$ cat config.mk
export PLATFORM = sky130hd
export DESIGN_NAME = esc_speed_command_framer_core
export DESIGN_NICKNAME = d
export VERILOG_FILES = /design/src/escf_pkg.sv /design/src/escf_front.sv /design/src/escf_queue.sv /design/src/escf_back.sv /design/src/esc_speed_command_framer_core.sv
export SDC_FILE = /design/constraint.sdc
export NUM_CORES = 1
export LEC_CHECK = 0
export BUFFER_PORTS_ARGS = -buffer_cell sky130_fd_sc_hd__buf_2
export CAP_MARGIN = 20
export CORE_ASPECT_RATIO = 1.5
export CORE_UTILIZATION = 40
export DETAILED_ROUTE_END_ITERATION = 6
export PLACE_DENSITY = 0.64
export SYNTH_ARGS = -nofsm -noshare
export SYNTH_HDL_FRONTEND = slang
export SYNTH_SLANG_ARGS = --single-unit
$ cat constraint.sdc
create_clock -name clk -period 19.3 [get_ports clk]
set_input_delay 0 -clock clk [delete_from_list [all_inputs] [get_ports clk]]
set_output_delay 0 -clock clk [all_outputs]
set_load 0.01 [all_outputs]
$ cat src/escf_pkg.sv
// ----------------------------------------------------------------------------
// escf_pkg: shared types and constants of the speed command framer
// Holds the request and result payload structs, command codes and the
// channel to slot map.
// ----------------------------------------------------------------------------
package escf_pkg;

  localparam int unsigned PER_W  = 12;
  localparam int unsigned SPD_W  = 14;
  localparam int unsigned MOTORS = 4;

  localparam logic [7:0] CMD_SPEED = 8'h02;
  localparam logic [7:0] CMD_START = 8'h40;
  localparam logic [7:0] CMD_STOP  = 8'h60;
  localparam logic [7:0] CMD_CLEAR = 8'h80;

  localparam logic [PER_W-1:0] LOW_MARGIN = 12'd50;
  localparam logic [SPD_W-1:0] BASE_RPM   = 14'd1000;

  localparam logic [2:0] REG_MIN_PERIOD   = 3'd0;
  localparam logic [2:0] REG_MAX_PERIOD   = 3'd1;
  localparam logic [2:0] REG_MAX_SPEED    = 3'd2;
  localparam logic [2:0] REG_MOTOR_COUNT  = 3'd3;
  localparam logic [2:0] REG_MOTOR_LAYOUT = 3'd4;

  typedef struct packed {
    logic [PER_W-1:0] period_3;
    logic [PER_W-1:0] period_2;
    logic [PER_W-1:0] period_1;
    logic [PER_W-1:0] period_0;
  } in_req_t;

  typedef struct packed {
    logic [7:0] tx_byte;
    logic       end_of_transfer;
    logic       last;
  } out_res_t;

  // Command handed from the front part to the back part.
  typedef enum logic [1:0] {
    JOB_NONE  = 2'd0,
    JOB_STOP  = 2'd1,
    JOB_FRAME = 2'd2,
    JOB_START = 2'd3
  } job_kind_t;

  typedef struct packed {
    job_kind_t              kind;
    logic [4*SPD_W-1:0]     speeds;
  } job_t;

  typedef enum logic [2:0] {
    FS_IDLE, FS_CHECK, FS_MUL, FS_DIV, FS_STORE, FS_PUSH
  } front_state_t;

  typedef enum logic [1:0] {
    BS_IDLE, BS_SEND
  } back_state_t;

  function automatic logic [1:0] slot_of(input logic layout, input logic [1:0] ch);
    logic [1:0] s;
    case (ch)
      2'd0:    s = layout ? 2'd1 : 2'd0;
      2'd1:    s = layout ? 2'd3 : 2'd2;
      2'd2:    s = layout ? 2'd0 : 2'd1;
      default: s = layout ? 2'd2 : 2'd3;
    endcase
    return s;
  endfunction

endpackage

$ cat src/escf_front.sv
// ----------------------------------------------------------------------------
// escf_front: update classifier and rpm converter
// Checks the channels in order, scales each to rpm with a serial divider,
// tracks the running flag and pushes at most one job per update.
// ----------------------------------------------------------------------------
module escf_front
  import escf_pkg::*;
(
  input  logic             clk,
  input  logic             rst_n,
  input  logic             in_valid,
  output logic             in_ready,
  input  in_req_t          in_data,
  input  logic [PER_W-1:0] min_period,
  input  logic [PER_W-1:0] max_period,
  input  logic [SPD_W-1:0] max_speed,
  input  logic [2:0]       motor_count,
  input  logic             motor_layout,
  output logic             job_valid,
  input  logic             job_ready,
  output job_t             job_data
);

  localparam int unsigned PROD_W = PER_W + SPD_W + 1;

  front_state_t              st_r, st_nxt;
  logic [4*PER_W-1:0]        per_r;
  logic [2:0]                ch_r, ch_nxt;
  logic [2:0]                n_eff;
  logic [SPD_W-1:0]          store_r [4];
  logic                      running_r, running_nxt;
  logic                      low_r, low_nxt;
  job_kind_t                 kind_r, kind_nxt;
  logic signed [PROD_W-1:0]  prod_r;
  logic [PROD_W-1:0]         rem_r;
  logic [PROD_W-1:0]         quo_r;
  logic [4:0]                bit_r;
  logic                      neg_r;
  logic [PER_W-1:0]          p_cur, p_clamp, span;
  logic signed [SPD_W:0]     dspd;
  logic [PROD_W:0]           trial;
  logic signed [PROD_W+1:0]  rpm_wide;
  logic [SPD_W-1:0]          rpm;

  assign n_eff  = (motor_count > 3'(MOTORS)) ? 3'(MOTORS) : motor_count;
  assign p_cur  = per_r[ch_r[1:0]*PER_W +: PER_W];
  assign p_clamp = (p_cur < min_period) ? min_period :
                   (p_cur > max_period) ? max_period : p_cur;
  assign span   = max_period - min_period;
  assign dspd   = $signed({1'b0, max_speed}) - $signed({1'b0, BASE_RPM});
  assign trial  = {rem_r, quo_r[PROD_W-1]} - {1'b0, PROD_W'(span)};

  // Signed product divided as a magnitude; truncation toward zero.
  always_comb begin
    rpm_wide = neg_r ? -$signed({2'b00, quo_r}) : $signed({2'b00, quo_r});
    rpm_wide = rpm_wide + $signed((PROD_W+2)'(BASE_RPM));
    if (max_period <= min_period) rpm = BASE_RPM;
    else if (rpm_wide < 0) rpm = '0;
    else if (rpm_wide > 16383) rpm = '1;
    else rpm = rpm_wide[SPD_W-1:0];
  end

  always_comb begin
    st_nxt      = st_r;
    ch_nxt      = ch_r;
    running_nxt = running_r;
    low_nxt     = low_r;
    kind_nxt    = kind_r;
    in_ready    = (st_r == FS_IDLE);
    job_valid   = 1'b0;
    case (st_r)
      FS_IDLE: begin
        if (in_valid) begin
          st_nxt  = FS_CHECK;
          ch_nxt  = '0;
          low_nxt = 1'b0;
        end
      end
      FS_CHECK: begin
        if (ch_r >= n_eff) begin
          st_nxt = FS_PUSH;
        end else if ({1'b0, p_cur} <= {1'b0, min_period} + {1'b0, LOW_MARGIN}) begin
          low_nxt = 1'b1;
          st_nxt  = FS_PUSH;
        end else begin
          st_nxt = FS_MUL;
        end
        if (st_nxt == FS_PUSH) begin
          if (low_nxt) begin
            kind_nxt    = running_r ? JOB_STOP : JOB_NONE;
            running_nxt = 1'b0;
          end else begin
            kind_nxt    = running_r ? JOB_FRAME : JOB_START;
            running_nxt = 1'b1;
          end
        end
      end
      FS_MUL:   st_nxt = FS_DIV;
      FS_DIV:   if (bit_r == 5'd0) st_nxt = FS_STORE;
      FS_STORE: begin
        ch_nxt = ch_r + 3'd1;
        st_nxt = FS_CHECK;
      end
      FS_PUSH: begin
        job_valid = (kind_r != JOB_NONE);
        if (kind_r == JOB_NONE || job_ready) st_nxt = FS_IDLE;
      end
      default: st_nxt = FS_IDLE;
    endcase
  end

  assign job_data.kind   = kind_r;
  assign job_data.speeds = {store_r[3], store_r[2], store_r[1], store_r[0]};

  always_ff @(posedge clk) begin
    if (!rst_n) begin
      st_r      <= FS_IDLE;
      running_r <= 1'b0;
      ch_r      <= '0;
      low_r     <= 1'b0;
      kind_r    <= JOB_NONE;
      for (int i = 0; i < 4; i++) store_r[i] <= '0;
    end else begin
      st_r      <= st_nxt;
      ch_r      <= ch_nxt;
      running_r <= running_nxt;
      low_r     <= low_nxt;
      kind_r    <= kind_nxt;
      if (st_r == FS_STORE) store_r[slot_of(motor_layout, ch_r[1:0])] <= rpm;
    end
  end

  always_ff @(posedge clk) begin
    if (st_r == FS_IDLE && in_valid) per_r <= in_data;
    if (st_r == FS_CHECK) begin
      prod_r <= $signed({1'b0, PER_W'(p_clamp - min_period)}) * dspd;
    end
    if (st_r == FS_MUL) begin
      neg_r <= prod_r[PROD_W-1];
      quo_r <= prod_r[PROD_W-1] ? PROD_W'(-prod_r) : PROD_W'(prod_r);
      rem_r <= '0;
      bit_r <= 5'(PROD_W - 1);
    end
    if (st_r == FS_DIV) begin
      if (!trial[PROD_W]) rem_r <= trial[PROD_W-1:0];
      else rem_r <= {rem_r[PROD_W-2:0], quo_r[PROD_W-1]};
      quo_r <= {quo_r[PROD_W-2:0], ~trial[PROD_W]};
      bit_r <= bit_r - 5'd1;
    end
  end

endmodule

$ cat src/escf_queue.sv
// ----------------------------------------------------------------------------
// escf_queue: two-entry job queue
// Decouples the classifier from the byte sender.
// ----------------------------------------------------------------------------
module escf_queue
  import escf_pkg::*;
(
  input  logic clk,
  input  logic rst_n,
  input  logic wr_valid,
  output logic wr_ready,
  input  job_t wr_data,
  output logic rd_valid,
  input  logic rd_ready,
  output job_t rd_data
);

  job_t       mem_r [2];
  logic       wp_r, rp_r;
  logic [1:0] cnt_r;
  logic       push, pop;

  assign wr_ready = (cnt_r != 2'd2);
  assign rd_valid = (cnt_r != 2'd0);
  assign rd_data  = mem_r[rp_r];
  assign push     = wr_valid && wr_ready;
  assign pop      = rd_valid && rd_ready;

  always_ff @(posedge clk) begin
    if (!rst_n) begin
      wp_r  <= 1'b0;
      rp_r  <= 1'b0;
      cnt_r <= '0;
    end else begin
      if (push) wp_r <= ~wp_r;
      if (pop) rp_r <= ~rp_r;
      cnt_r <= cnt_r + 2'(push) - 2'(pop);
    end
  end

  always_ff @(posedge clk) begin
    if (push) mem_r[wp_r] <= wr_data;
  end

endmodule

$ cat src/escf_back.sv
// ----------------------------------------------------------------------------
// escf_back: byte sender
// Expands one job into its link bytes, one per cycle unless the link stalls, into an output register.
// ----------------------------------------------------------------------------
module escf_back
  import escf_pkg::*;
(
  input  logic     clk,
  input  logic     rst_n,
  input  logic     job_valid,
  output logic     job_ready,
  input  job_t     job_data,
  output logic     out_valid,
  input  logic     out_ready,
  output out_res_t out_data
);

  back_state_t st_r, st_nxt;
  job_t        job_r;
  logic [3:0]  idx_r, idx_nxt;
  logic [3:0]  cnt;
  logic [7:0]  sum_r;
  logic        ov_r;
  out_res_t    od_r;
  out_res_t    byt;
  logic        emit;
  logic [3:0]  fi;
  logic [3:0]  fm1;
  logic [SPD_W-1:0] w;

  assign cnt = (job_r.kind == JOB_STOP) ? 4'd2 :
               (job_r.kind == JOB_START) ? 4'd12 : 4'd11;
  assign fi  = (job_r.kind == JOB_START) ? idx_r - 4'd1 : idx_r;
  // Frame bytes 1..8 carry the four speed words, high byte first.
  assign fm1 = fi - 4'd1;
  assign w   = job_r.speeds[fm1[2:1]*SPD_W +: SPD_W];

  always_comb begin
    byt.last = (idx_r == cnt - 4'd1);
    byt.end_of_transfer = 1'b0;
    byt.tx_byte = 8'h00;
    if (job_r.kind == JOB_STOP) begin
      byt.tx_byte = (idx_r == 4'd0) ? CMD_STOP : CMD_CLEAR;
      byt.end_of_transfer = 1'b1;
    end else if (job_r.kind == JOB_START && idx_r == 4'd0) begin
      byt.tx_byte = CMD_START;
      byt.end_of_transfer = 1'b1;
    end else begin
      case (fi)
        4'd0:    byt.tx_byte = CMD_SPEED;
        4'd9:    byt.tx_byte = 8'h00;
        4'd10: begin
          byt.tx_byte = sum_r;
          byt.end_of_transfer = 1'b1;
        end
        default: byt.tx_byte = fi[0] ? 8'(w >> 8) : w[7:0];
      endcase
    end
  end

  assign emit      = (st_r == BS_SEND) && (!ov_r || out_ready);
  assign job_ready = (st_r == BS_IDLE);
  assign out_valid = ov_r;
  assign out_data  = od_r;

  always_comb begin
    st_nxt  = st_r;
    idx_nxt = idx_r;
    case (st_r)
      BS_IDLE: if (job_valid) begin
        st_nxt  = BS_SEND;
        idx_nxt = '0;
      end
      BS_SEND: if (emit) begin
        idx_nxt = idx_r + 4'd1;
        if (byt.last) st_nxt = BS_IDLE;
      end
      default: st_nxt = BS_IDLE;
    endcase
  end

  always_ff @(posedge clk) begin
    if (!rst_n) begin
      st_r  <= BS_IDLE;
      idx_r <= '0;
      ov_r  <= 1'b0;
    end else begin
      st_r  <= st_nxt;
      idx_r <= idx_nxt;
      if (emit) ov_r <= 1'b1;
      else if (out_ready) ov_r <= 1'b0;
    end
  end

  always_ff @(posedge clk) begin
    if (st_r == BS_IDLE && job_valid) begin
      job_r <= job_data;
      sum_r <= CMD_SPEED;
    end
    if (emit) begin
      od_r <= byt;
      if (job_r.kind != JOB_STOP && fi >= 4'd1 && fi <= 4'd8)
        sum_r <= sum_r ^ byt.tx_byte;
    end
  end

endmodule

$ cat src/esc_speed_command_framer_core.sv
// ----------------------------------------------------------------------------
// esc_speed_command_framer_core: motor speed command framer
// Each update passes the front part's channel checks and its bit-serial rpm
// divider (27 quotient bits, one a cycle) per converted channel before the
// first byte; the front part takes a new update only after handing on the
// last one's job. Bytes then leave at one per cycle while the link takes them.
// Reset (rst_n low, synchronous) restores register defaults, clears the
// speed store and marks the motors stopped.
// ----------------------------------------------------------------------------
module esc_speed_command_framer_core
  import escf_pkg::*;
(
  input  logic        clk,
  input  logic        rst_n,
  input  logic        in_valid,
  output logic        in_ready,
  input  in_req_t     in_data,
  output logic        out_valid,
  input  logic        out_ready,
  output out_res_t    out_data,
  input  logic        cfg_psel,
  input  logic        cfg_penable,
  input  logic        cfg_pwrite,
  input  logic [4:0]  cfg_paddr,
  input  logic [31:0] cfg_pwdata,
  output logic [31:0] cfg_prdata,
  output logic        cfg_pready
);

  // Configuration registers, written over the APB-style port.
  logic [PER_W-1:0] min_period_r, max_period_r;
  logic [SPD_W-1:0] max_speed_r;
  logic [2:0]       motor_count_r;
  logic             motor_layout_r;
  logic [2:0]       reg_idx;
  logic             wr_en;

  assign cfg_pready = 1'b1;
  assign reg_idx    = cfg_paddr[4:2];
  assign wr_en      = cfg_psel && cfg_penable && cfg_pwrite;

  always_ff @(posedge clk) begin
    if (!rst_n) begin
      min_period_r   <= 12'd1100;
      max_period_r   <= 12'd1900;
      max_speed_r    <= 14'd11000;
      motor_count_r  <= 3'd4;
      motor_layout_r <= 1'b1;
    end else if (wr_en && cfg_paddr[1:0] == 2'b00) begin
      case (reg_idx)
        REG_MIN_PERIOD:   min_period_r   <= cfg_pwdata[PER_W-1:0];
        REG_MAX_PERIOD:   max_period_r   <= cfg_pwdata[PER_W-1:0];
        REG_MAX_SPEED:    max_speed_r    <= cfg_pwdata[SPD_W-1:0];
        REG_MOTOR_COUNT:  motor_count_r  <= cfg_pwdata[2:0];
        REG_MOTOR_LAYOUT: motor_layout_r <= cfg_pwdata[0];
        default: ;
      endcase
    end
  end

  always_comb begin
    case (reg_idx)
      REG_MIN_PERIOD:   cfg_prdata = 32'(min_period_r);
      REG_MAX_PERIOD:   cfg_prdata = 32'(max_period_r);
      REG_MAX_SPEED:    cfg_prdata = 32'(max_speed_r);
      REG_MOTOR_COUNT:  cfg_prdata = 32'(motor_count_r);
      REG_MOTOR_LAYOUT: cfg_prdata = 32'(motor_layout_r);
      default:          cfg_prdata = '0;
    endcase
  end

  // Front part classifies the update and converts speeds; the queue lets
  // it start the next update while the back part is still sending bytes.
  logic job_in_valid, job_in_ready, job_out_valid, job_out_ready;
  job_t job_in, job_out;

  escf_front u_front (
    .clk, .rst_n, .in_valid, .in_ready, .in_data,
    .min_period(min_period_r), .max_period(max_period_r),
    .max_speed(max_speed_r), .motor_count(motor_count_r),
    .motor_layout(motor_layout_r),
    .job_valid(job_in_valid), .job_ready(job_in_ready), .job_data(job_in)
  );

  escf_queue u_queue (
    .clk, .rst_n,
    .wr_valid(job_in_valid), .wr_ready(job_in_ready), .wr_data(job_in),
    .rd_valid(job_out_valid), .rd_ready(job_out_ready), .rd_data(job_out)
  );

  escf_back u_back (
    .clk, .rst_n,
    .job_valid(job_out_valid), .job_ready(job_out_ready), .job_data(job_out),
    .out_valid, .out_ready, .out_data
  );

endmodule

==> impl_metrics.py <==
metrics = {
    "run_status": {
        "outcome": "complete, no violations",
    },
    "cells_and_area": {
        "areaGrowthSynthToFinish_pct": 12.4,
        "multi_input_area_sq_mm": 0.0153,
        "register_area_sq_mm": 0.0126,
        "layout.nets": 3269,
        "final_cell_mix": "edfxtp_1, inv_1, nand2_1",
        "drive_gt1_share_pct": 11.9,
        "fill_cells": 6770,
        "layout_commonest_cell": "edfxtp_1",
    },
    "route": {
        "vias": 20281,
        "route.met3.wl_mm": 2.54,
        "wl_met1_mm": 25.9,
        "totalWireLength_mm": 68.4,
        "drt_iter0_drc": 1196,
        "first_pass_iters": 5,
        "top_layer": "met4",
        "wl_met2_mm": 36.9,
        "wl_per_cell_microns": 17.7,
        "ant_nets": 0,
        "vias_per_cell": 5.24,
        "drc": 0,
    },
    "setup_path": {
        "rr_worst_depth": 45,
        "endpoint_kind": "register",
        "start_kind": "register",
        "slowest_delay_ps": 910,
        "crit_end": "u_front.prod_r[26]",
        "critPathLaunch": "u_front.ch_r[1]",
        "crit_arrival_ps": 11780,
        "slowest_stage": "dfxtp_1",
        "path_max_fanout": 23,
        "cp_common_cell": "o21ai_0",
        "r2r_end": "u_front.prod_r[26]",
        "crit_type": "reg -> reg",
        "worstPathRequired_ps": 19600,
        "r2r-start": "u_front.ch_r[1]",
        "rrSetupSlack_ps": 7820,
    },
    "grt": {
        "grt-ovfl-total": 0,
        "antenna_found_initial": 1,
        "grt_pass1_wl_mm": 109,
        "grt_max_degree": 68,
        "grt_pass1_vias": 20944,
        "grtUsageTotal_pct": 18.2,
    },
    "clock_tree": {
        "numCtsBuffers": 45,
        "h-tree-depth": 2,
        "clock_path_buffers": 3,
        "ctsResizeCount": 0,
        "cts.sinks": 444,
        "cts_tree": "yes",
        "cts_setup_buffers": 0,
        "ctsHoldBuffers": 66,
        "clkTransAtPathRegs_ps": 60,
        "cts_root_buffer": "clkbuf_16",
        "insertion_delay_ps": 590,
    },
    "synthesis": {
        "synthMuxAreaShare_pct": 6.04,
        "synth_fa_ha_area_share_pct": 17.9,
        "synth_cell_types": 90,
        "yosys_most_used_dff": "edfxtp_1",
        "yosys.area_share.simple_pct": 12.9,
        "synth_edf_count": 375,
        "ys_seq_area_share_pct": 42.7,
        "netlist_area_sq_mm": 0.0296,
        "async_reset_ff_share_pct": 0,
        "ys_ff_latch": 444,
        "synth_warnings": 0,
        "synth_top_family_by_area": "adder cells",
        "postSynthAreaPerCell_sq_um": 10.9,
        "netlist_instances": 2728,
        "synth-compound-area-share_pct": 10.0,
        "synth_xor_xnor_area_share_pct": 4.52,
    },
    "run": {
        "cap_violations": 0,
    },
    "die": {
        "die_h_microns": 335,
        "rows": 121,
        "die_x_microns": 224,
        "die-area_sq_mm": 0.0752,
        "initial_utilization_pct": 40.6,
        "coreArea_sq_mm": 0.0730,
        "io_pins": 137,
    },
    "hold_path": {
        "hp-class": "in -> reg",
    },
    "sta": {
        "clock_skew_ps": 30.0,
        "drv_slew": 0,
        "timing.final.hold_violations": 0,
        "finalSetupViolCount": 0,
        "slew-limit-headroom_pct": 32.2,
        "finalCritPeriodShare_pct": 59.5,
        "min_period_ps": 11480,
        "tns_ps": 0,
        "fmax_mhz": 87.1,
        "rsz0062_at_grt": "false",
        "worst_pin_slew_ps": 1010,
    },
    "place": {
        "io_buffer_count": 99,
        "hpwl_mm": 51.3,
        "place_congestion": 0.902,
    },
}
==> sequential cells by signal (all words and copies together) (netlist names), 2 cells and up <==
register	cells
u_back.sum_r	8
u_queue.mem_r	116
min_period_r	12
u_front.quo_r	27
u_front.store_r	56
u_back.job_r	58
u_back.out_data	10
max_period_r	12
u_front.prod_r	27
u_queue.cnt_r	2
u_front.rem_r	27
u_front.st_r	3
u_front.kind_r	2
u_front.ch_r	3
u_front.bit_r	5
u_front.per_r	48
u_back.idx_r	4
max_speed_r	14
motor_count_r	3
==> area by class of cell <==
cell class / count / area share [%]
diodes: 1 / 0.00751
well taps: 984 / 3.70
multi-input cells: 1866 / 46.0
flip-flops and latches: 444 / 38.0
clock inverters: 25 / 1.06
inverters: 300 / 3.38
repair buffers: 197 / 4.31
clock buffers: 54 / 3.62
==> per-stage QoR <==
stage | util [%] | hold slack (ps) | instances | instance area (sq um) | setup WS, ps
after floorplan | - | 98.9 | 2745 | 29700 | 7800
after global placement | 42.5 | 177 | 3721 | 31000 | 7660
after detailed placement | 42.5 | 178 | 3722 | 31000 | 7550
after CTS | 45.6 | 21.8 | 3867 | 33300 | 7480
after global routing | 45.6 | 83.6 | 3871 | 33300 | 7080
final | 45.6 | 52.6 | 3871 | 33300 | 7820
==> synthesized netlist by cell type (6+ instances only) <==
library cell	n	area, sq um
o21a_1	14	105
a21boi_1	16	120
o21bai_1	6	45.0
buf_2	11	55.1
buf_6	6	67.6
xor2_1	59	517
nand3b_1	7	52.6
buf_4	19	143
o41ai_1	8	70.1
xnor2_1	92	806
or4_1	12	90.1
o211ai_1	29	218
mux2i_1	45	450
edfxtp_1	375	11300
buf_1	14	52.6
ha_1	155	1940
or3_1	25	156
nor2b_1	35	219
nor4_1	15	93.8
inv_1	299	1120
fa_1	168	3360
a21oi_1	110	551
a21o_1	27	203
clkbuf_1	85	319
nor2_1	199	747
a211oi_1	9	67.6
nand2b_1	36	225
nand3_1	25	125
nand2_1	281	1050
nand4_1	19	119
nor3_1	38	190
mux2_2	61	687
and3_1	19	119
mux4_2	29	653
or2_2	19	119
o31ai_1	26	195
dfxtp_1	69	1380
o21ai_0	97	485
a41oi_1	14	123
a21boi_0	25	188
and2_1	33	206
==> worst min path at each step <==
| stage | from | to | slack, ps | cells past startpoint |
|---|---|---|---|---|
| 2_1_floorplan | in_data[0] | u_front.per_r[0] | 100 | 0 |
| 3_3_place_gp | in_data[43] | u_front.per_r[43] | 180 | 1 |
| 3_5_place_dp | in_data[24] | u_front.per_r[24] | 180 | 1 |
| 4_1_cts | cfg_penable | min_period_r[7] | 20 | 6 |
| 5_1_grt | cfg_penable | min_period_r[7] | 80 | 6 |
| 6_report | cfg_penable | min_period_r[7] | 50 | 6 |
==> critical path, delay by kind of cell (launching register included) <==
family                   cells  cell delay, ps
AO/OA/AOI/OAI               23            4220
multiplexers                 1             540
AND/OR/NAND/NOR              5            1190
buffers and inverters        6             750
flip-flops                   1             910
XOR/XNOR                     2             430
adder cells (fa/ha/maj)      8            3130
==> routing by layer <==
metal	up-vias	GRT usage (%)
li1	9677	-
met1	9935	20.0
met2	495	34.5
met3	174	2.12
met4	0	8.44
met5	-	0
==> kinds of logic (layout without fill, tap and decap cells) <==
family | Yosys count | count (layout)
XOR/XNOR | 152 | 152
AO/OA/AOI/OAI | 444 | 444
AND/OR/NAND/NOR | 793 | 793
buffers and inverters | 435 | 576
other | 2 | 20
multiplexers | 135 | 135
adder cells (fa/ha/maj) | 323 | 323
flip-flops | 444 | 444
Power is not shown: default switching activity piles up to over one toggle a cycle in this logic, so the estimate is an artifact.
